**src/design/rc5e_pkg.sv**
```systemverilog
`default_nettype none

package rc5e_pkg;

	localparam int unsigned FRAME_BITS_DEF = 13;
	localparam logic [7:0] GAP_TICKS_RST = 8'd100;
	localparam logic [15:0] TOGGLE_CLR_MASK = 16'hF7FF;

	localparam logic [1:0] CMD_TICK   = 2'd0;
	localparam logic [1:0] CMD_SEND   = 2'd1;
	localparam logic [1:0] CMD_REPEAT = 2'd2;
	localparam logic [1:0] CMD_STOP   = 2'd3;

	typedef struct packed {
		logic [1:0]  cmd;
		logic [15:0] code;
	} req_t;

	typedef struct packed {
		logic carrier_on;
		logic busy_res;
	} rsp_t;

endpackage

`default_nettype wire

```
**src/design/rc5e_engine.sv**
```systemverilog
`default_nettype none

module rc5e_engine import rc5e_pkg::*; #(
	parameter int unsigned FRAME_BITS = FRAME_BITS_DEF
) (
	input  wire logic       clk,
	input  wire logic       arst_n,
	input  wire logic       step,
	input  wire req_t       item,
	input  wire logic [7:0] gap_ticks,
	output rsp_t            result
);

	localparam int unsigned CW = (FRAME_BITS > 1) ? $clog2(FRAME_BITS) : 1;

	typedef enum logic [2:0] {
		PH_IDLE,
		PH_START_A,
		PH_START_B,
		PH_BIT_A,
		PH_BIT_B,
		PH_GAP
	} phase_t;

	phase_t                  phase_q, phase_d;
	logic [FRAME_BITS-1:0]   shift_q, shift_d;
	logic [CW-1:0]           bits_q, bits_d;
	logic [7:0]              wait_q, wait_d;
	logic                    toggle_q, toggle_d;
	logic [15:0]             held_q, held_d;
	logic                    carrier_q, carrier_d;
	logic [CW:0]             bits_nxt;
	logic [8:0]              wait_nxt;

	assign bits_nxt = {1'b0, bits_q} + {{CW{1'b0}}, 1'b1};
	assign wait_nxt = {1'b0, wait_q} + 9'd1;

	always_comb begin
		phase_d   = phase_q;
		shift_d   = shift_q;
		bits_d    = bits_q;
		wait_d    = wait_q;
		toggle_d  = toggle_q;
		held_d    = held_q;
		carrier_d = carrier_q;
		unique case (item.cmd)
			CMD_TICK: begin
				unique case (phase_q)
					PH_START_A: begin
						carrier_d = 1'b0;
						phase_d   = PH_START_B;
					end
					PH_START_B: begin
						carrier_d = 1'b1;
						phase_d   = PH_BIT_A;
					end
					PH_BIT_A: begin
						// a one goes out as off then on
						carrier_d = ~shift_q[FRAME_BITS-1];
						shift_d   = shift_q << 1;
						phase_d   = PH_BIT_B;
					end
					PH_BIT_B: begin
						carrier_d = ~carrier_q;
						if (bits_nxt >= (CW+1)'(FRAME_BITS)) begin
							bits_d  = '0;
							phase_d = PH_GAP;
						end else begin
							bits_d  = bits_nxt[CW-1:0];
							phase_d = PH_BIT_A;
						end
					end
					PH_GAP: begin
						carrier_d = 1'b0;
						if (wait_nxt >= {1'b0, gap_ticks}) begin
							wait_d  = '0;
							bits_d  = '0;
							phase_d = PH_IDLE;
						end else begin
							wait_d = wait_nxt[7:0];
						end
					end
					default: begin
						carrier_d = 1'b0;
						phase_d   = PH_IDLE;
					end
				endcase
			end
			CMD_SEND, CMD_REPEAT: begin
				if (item.cmd == CMD_SEND) begin
					held_d = toggle_q ? (item.code & TOGGLE_CLR_MASK) : item.code;
				end
				if (held_d != 16'd0 && phase_q == PH_IDLE) begin
					shift_d = held_d[FRAME_BITS-1:0];
					phase_d = PH_START_A;
				end
			end
			default: begin
				toggle_d = ~toggle_q;
				held_d   = 16'd0;
			end
		endcase
	end

	always_ff @(posedge clk or negedge arst_n) begin
		if (!arst_n) begin
			phase_q   <= PH_IDLE;
			shift_q   <= '0;
			bits_q    <= '0;
			wait_q    <= '0;
			toggle_q  <= 1'b0;
			held_q    <= '0;
			carrier_q <= 1'b0;
		end else if (step) begin
			phase_q   <= phase_d;
			shift_q   <= shift_d;
			bits_q    <= bits_d;
			wait_q    <= wait_d;
			toggle_q  <= toggle_d;
			held_q    <= held_d;
			carrier_q <= carrier_d;
		end
	end

	assign result.carrier_on = carrier_d;
	assign result.busy_res   = (phase_d != PH_IDLE);

	a_bits_range: assert property (@(posedge clk) disable iff (!arst_n)
		{1'b0, bits_q} < (CW+1)'(FRAME_BITS))
		else $error("bit counter past frame length");
	a_idle_dark: assert property (@(posedge clk) disable iff (!arst_n)
		phase_q == PH_IDLE |-> !carrier_q)
		else $error("carrier on while idle");
	a_gap_dark: assert property (@(posedge clk) disable iff (!arst_n)
		phase_q == PH_GAP && step && item.cmd == CMD_TICK |=> !carrier_q)
		else $error("carrier on after gap tick");

endmodule

`default_nettype wire

```
**src/design/rc5_ir_frame_encoder_core.sv**
```systemverilog
// Infrared remote frame encoder (Manchester, start pair plus frame bits plus gap).
//
// Channels: req (valid/ready) carries one event transaction: cmd tick, send,
// repeat or stop, and a 16-bit code used by send. rsp (valid/ready) returns one
// transaction per event: the carrier level and busy flag after the event.
// cfg_we/cfg_data write gap_ticks; write only while idle.
//
// Pipeline: an accepted request is captured in the input register, processed by
// the frame state machine when the output register is free or being drained,
// and its response is registered. Throughput: one transaction per cycle while
// rsp is taken, set by the combinational state update between the registers.
//
// Reset: the engine state clears, gap_ticks returns to 100, both registers empty.
// Stall: while rsp is held by the receiver the input register still accepts
// one more request; then req_ready drops until the response is taken.
`default_nettype none

module rc5_ir_frame_encoder_core import rc5e_pkg::*; #(
	parameter int unsigned FRAME_BITS = FRAME_BITS_DEF
) (
	input  wire logic       clk,
	input  wire logic       arst_n,
	input  wire logic       req_valid,
	output logic            req_ready,
	input  wire req_t       req,
	output logic            rsp_valid,
	input  wire logic       rsp_ready,
	output rsp_t            rsp,
	input  wire logic       cfg_we,
	input  wire logic [7:0] cfg_data
);

	logic [7:0] gap_q;
	logic       s1_valid_q;
	req_t       req_s1;
	logic       rsp_valid_q;
	rsp_t       rsp_q;
	logic       advance;
	rsp_t       result;

	// advance the held event when the output register is free or being drained
	assign advance   = s1_valid_q && (!rsp_valid_q || rsp_ready);
	assign req_ready = !s1_valid_q || advance;

	always_ff @(posedge clk or negedge arst_n) begin
		if (!arst_n) begin
			gap_q <= GAP_TICKS_RST;
		end else if (cfg_we) begin
			gap_q <= cfg_data;
		end
	end

	always_ff @(posedge clk or negedge arst_n) begin
		if (!arst_n) begin
			s1_valid_q <= 1'b0;
		end else if (req_ready) begin
			s1_valid_q <= req_valid;
		end
	end

	always_ff @(posedge clk) begin
		if (req_ready && req_valid) begin
			req_s1 <= req;
		end
	end

	rc5e_engine #(
		.FRAME_BITS(FRAME_BITS)
	) u_engine (
		.clk      (clk),
		.arst_n   (arst_n),
		.step     (advance),
		.item     (req_s1),
		.gap_ticks(gap_q),
		.result   (result)
	);

	// hold the response until taken; drop valid once drained with nothing behind
	always_ff @(posedge clk or negedge arst_n) begin
		if (!arst_n) begin
			rsp_valid_q <= 1'b0;
		end else if (!rsp_valid_q || rsp_ready) begin
			rsp_valid_q <= s1_valid_q;
		end
	end

	always_ff @(posedge clk) begin
		if (advance) begin
			rsp_q <= result;
		end
	end

	assign rsp_valid = rsp_valid_q;
	assign rsp       = rsp_q;

	a_empty_ready: assert property (@(posedge clk) disable iff (!arst_n)
		!s1_valid_q |-> req_ready)
		else $error("input register empty but not ready");
	a_rsp_source: assert property (@(posedge clk) disable iff (!arst_n)
		$rose(rsp_valid) |-> $past(s1_valid_q))
		else $error("response without a pending event");
	a_idle_dark: assert property (@(posedge clk) disable iff (!arst_n)
		rsp_valid && !rsp.busy_res |-> !rsp.carrier_on)
		else $error("carrier reported on while not busy");

endmodule

`default_nettype wire

```
**config.mk**
```make
export PLATFORM = sky130hd
export DESIGN_NAME = rc5_ir_frame_encoder_core
export DESIGN_NICKNAME = d
export VERILOG_FILES = /design/src/design/rc5e_pkg.sv /design/src/design/rc5e_engine.sv /design/src/design/rc5_ir_frame_encoder_core.sv
export SDC_FILE = /design/constraint.sdc
export NUM_CORES = 1
export LEC_CHECK = 0
export BUFFER_PORTS_ARGS = -buffer_cell sky130_fd_sc_hd__buf_2
export CORE_MARGIN = 2
export CORE_UTILIZATION = 54
export CTS_CLUSTER_DIAMETER = 150
export DETAILED_ROUTE_END_ITERATION = 7
export PLACE_DENSITY = 0.82
export RECOVER_POWER = 50
export SLEW_MARGIN = 15
export SYNTH_ARGS = -nofsm -noshare
export SYNTH_HDL_FRONTEND = slang
export SYNTH_SLANG_ARGS = --single-unit
```
**constraint.sdc**
```tcl
create_clock -name clk -period 4.1 [get_ports clk]
set_input_delay 0.82 -clock clk [delete_from_list [all_inputs] [get_ports clk]]
set_output_delay 0.82 -clock clk [all_outputs]
set_load 0.03 [all_outputs]
```
==> key figures <==
Logic synthesis
  • Flops & latches, synth: 76
  • Async set or reset register ratio after synthesis: 73.7%
  • Sequential area share after synthesis: 50.0%
  • Mapped Area: 0.00401 mm^2
  • Ys flop type: dfrtp_1
  • Syn_nets: 438
  • Synth Warn #: 0
  • EDFF count, synth: 20
  • Post-Syn Instances: 393
  • Unique masters post-synth: 59
  • Syn_area_per_cell: 10.2 um^2

Placed design
  • Gpl congestion: 0.907
  • Setup WS pre-CTS: 1.08 ns
  • IO Port Bufs: 34
  • Post-DP HPWL: 5.35 mm

STA
  • Final Hold Vio Count: 0
  • Crit share post-route: 74.8%
  • Setup TNS: 0 ns
  • Final Hold Slack: 0.486 ns
  • # setup viols final: 0
  • RSZ-0062 raised after global routing: no
  • Final Critical Period: 3.07 ns
  • Skew final: 0.00923 ns
  • FMAX: 0.326 GHz
  • Worst-Margin Slew: 1.80 ns
  • Slew HR: -20.0%
  • Final WS setup: 1.03 ns
  • Pins over their slew limit: 34

CTS
  • CTS resizes: 0
  • CTS tree: done
  • CTS sink count: 76
  • Worst skew pair latency: 0.37 ns
  • Total CTS buffers: 9
  • CTS max path bufs: 2
  • H-tree depth: 3
  • Hold bufs inserted after CTS: 0
  • CTS clock-pin slew for the worst setup and hold paths: 0.09 ns
  • Clock Root Buffer: clkbuf_8
  • Post-CTS Repair Setup Buffers: 0

Layout
  • Final #Nets: 466
  • Most frequent cells in the layout: nand2_1 (58), dfrtp_1 (53), buf_2 (30)
  • # diodes: 0
  • Most common cell after layout, fill and taps aside: nand2_1
  • Ratio of cells with drive above 1 in the final layout: 18.1%
  • P&R area growth vs syn: 10.3%

Floorplanning
  • Core area: 0.00721 mm^2
  • Starting density of the core: 55.6%
  • Row Count: 31
  • Die width: 90.2 um
  • Die Area: 0.00813 mm^2
  • Die Y: 90.2 um
  • Io pins: 35

Critical path
  • Critical path origin: u_engine.wait_q[0]$_DFFE_PN0P_
  • Worst EP required: 4.35 ns
  • Critical Path AT: 3.32 ns
  • FF-to-FF End: u_engine.bits_q[1]$_DFFE_PN0P_
  • Setup Crit Path Kind: reg2reg
  • Worst Setup Start Kind: flop
  • Critical-path maximum fanout: 6
  • CP Capture Point: u_engine.bits_q[1]$_DFFE_PN0P_
  • CP endpoint kind: flop
  • Worst reg2reg setup slack: 1.03 ns
  • Reg2reg path depth: 10
  • RR Startpoint: u_engine.wait_q[0]$_DFFE_PN0P_

Hold path
  • Worst Hold Class: reg2reg

Status
  • Failing checks: capacitance limit, slew limit
  • Status: finished, violations left

Global routing
  • Antenna violations before repair: 0
  • Pin count of the biggest net entering global routing: 44
  • Grt ovf: 0
  • Vias in the first global route: 2885
  • First-pass GRT wire length: 13.4 mm
  • GRT Overall Usage: 20.6%

Routing
  • Via density per instance: 5.77
  • Total routed wirelength: 7.91 mm
  • Vias post-DR: 3030
  • Routed len/inst: 15.1 um
  • Pre-antenna DRT Iters: 4
  • Detail Route Antenna Nets: 0
  • Initial drt markers: 273
  • Post-route DRC: 0

Power
  • Worst VDD drop: 353 uV
  • PwrDens: 505 mW/mm^2
  • Leak: 1.87 nW

Run
  • Max cap viols: 1
worst min path at each step:
| stage | end | slack, ns | depth (start not counted) | from |
|---|---|---|---|---|
| 2_1_floorplan | u_engine.toggle_q$_DFFE_PN0P_ | 0.45 | 1 | u_engine.toggle_q$_DFFE_PN0P_ |
| 6_report | u_engine.held_q[11]$_DFFE_PN0P_ | 0.49 | 2 | u_engine.held_q[11]$_DFFE_PN0P_ |
| 5_1_grt | u_engine.toggle_q$_DFFE_PN0P_ | 0.52 | 1 | u_engine.toggle_q$_DFFE_PN0P_ |
| 3_3_place_gp | u_engine.held_q[11]$_DFFE_PN0P_ | 0.46 | 2 | u_engine.held_q[11]$_DFFE_PN0P_ |
| 4_1_cts | u_engine.toggle_q$_DFFE_PN0P_ | 0.48 | 1 | u_engine.toggle_q$_DFFE_PN0P_ |
| 3_5_place_dp | u_engine.toggle_q$_DFFE_PN0P_ | 0.47 | 1 | u_engine.toggle_q$_DFFE_PN0P_ |
final cells by class:
| class | count | area (um^2) |
|---|---|---|
| fillers | 590 | 2790 |
| multi-input cells | 277 | 1820 |
| clock buffers | 9 | 124 |
| well taps | 99 | 124 |
| inverters | 18 | 67.6 |
| flip-flops and latches | 76 | 2010 |
| repair buffers | 39 | 199 |
| clock inverters | 7 | 80.1 |
worst max-delay path, stage by stage (launching register included):
cell,delay [ns]
dfrtp_1,0.44
ha_1,0.28
and4_1,0.25
nand2_1,0.11
xnor2_1,0.15
ha_1,0.30
and3_4,0.19
a221o_1,0.38
a211oi_2,0.35
a21oi_2,0.15
mux2_1,0.35
routing by layer:
metal  track usage, %  vias up  wire length [um]
li1                 -     1466                 -
met1             28.4     1445              3630
met2             31.6       99              3640
met3             4.78       20               475
met4             8.59        0               167
met5                0        -                 0
cells in the mapped netlist (all sizes together), types with 4 or more instances:
cell type | n | area (um^2)
buf | 13 | 81.3
or3 | 4 | 25.0
inv | 17 | 63.8
clkbuf | 9 | 33.8
ha | 14 | 175
mux2 | 15 | 169
nor2 | 16 | 60.1
o22ai | 6 | 37.5
dfrtp | 53 | 1330
a21oi | 10 | 53.8
o211ai | 12 | 90.1
nand2b | 6 | 37.5
nor3 | 4 | 31.3
edfxtp | 20 | 601
xnor2 | 5 | 43.8
nand2 | 59 | 224
a211oi | 4 | 40.0
o21ai | 30 | 150
and3 | 4 | 30.0
mux2i | 11 | 110
nand3 | 24 | 120
nor4 | 6 | 50.0
nor2b | 14 | 87.6
power by group:
group / internal (mW) / switching (mW)
combinational: 0.259 / 0.300
clock: 0.288 / 0.305
sequential: 0.932 / 0.151
metrics by stage:
| step | util, % | power, mW | std cells | cell area, um^2 |
|---|---|---|---|---|
| 2_1_floorplan | - | 1.51 | 393 | 4010 |
| 3_3_place_gp | 58.6 | 1.62 | 509 | 4230 |
| 3_5_place_dp | 58.6 | 1.65 | 509 | 4230 |
| 4_1_cts | 61.4 | 2.24 | 525 | 4430 |
| 5_1_grt | 61.3 | 2.36 | 525 | 4420 |
| 6_report | 61.3 | 2.23 | 525 | 4420 |
sequential cells by signal, indices dropped and copies added (netlist names), 2 cells and up:
signal / flops
u_engine.shift_q: 13
gap_q: 8
u_engine.held_q: 16
u_engine.wait_q: 8
req_s1: 18
u_engine.phase_q: 3
u_engine.bits_q: 4
rsp: 2
logic make-up (layout without fill, tap and decap cells):
family                     after synthesis  after routing  synth area share, %
and+or+nand+nor                        149            149                 19.0
AOI/OAI and AO/OA                       80             80                 13.3
DFF                                     76             76                 50.0
buffers and inverters                   40             73                 4.56
muxes                                   26             26                 6.96
adders and majority gates               14             14                 4.37
xor gates and xnor gates                 8              8                 1.75
No activity file was read; power rests on OpenSTA's default activity.
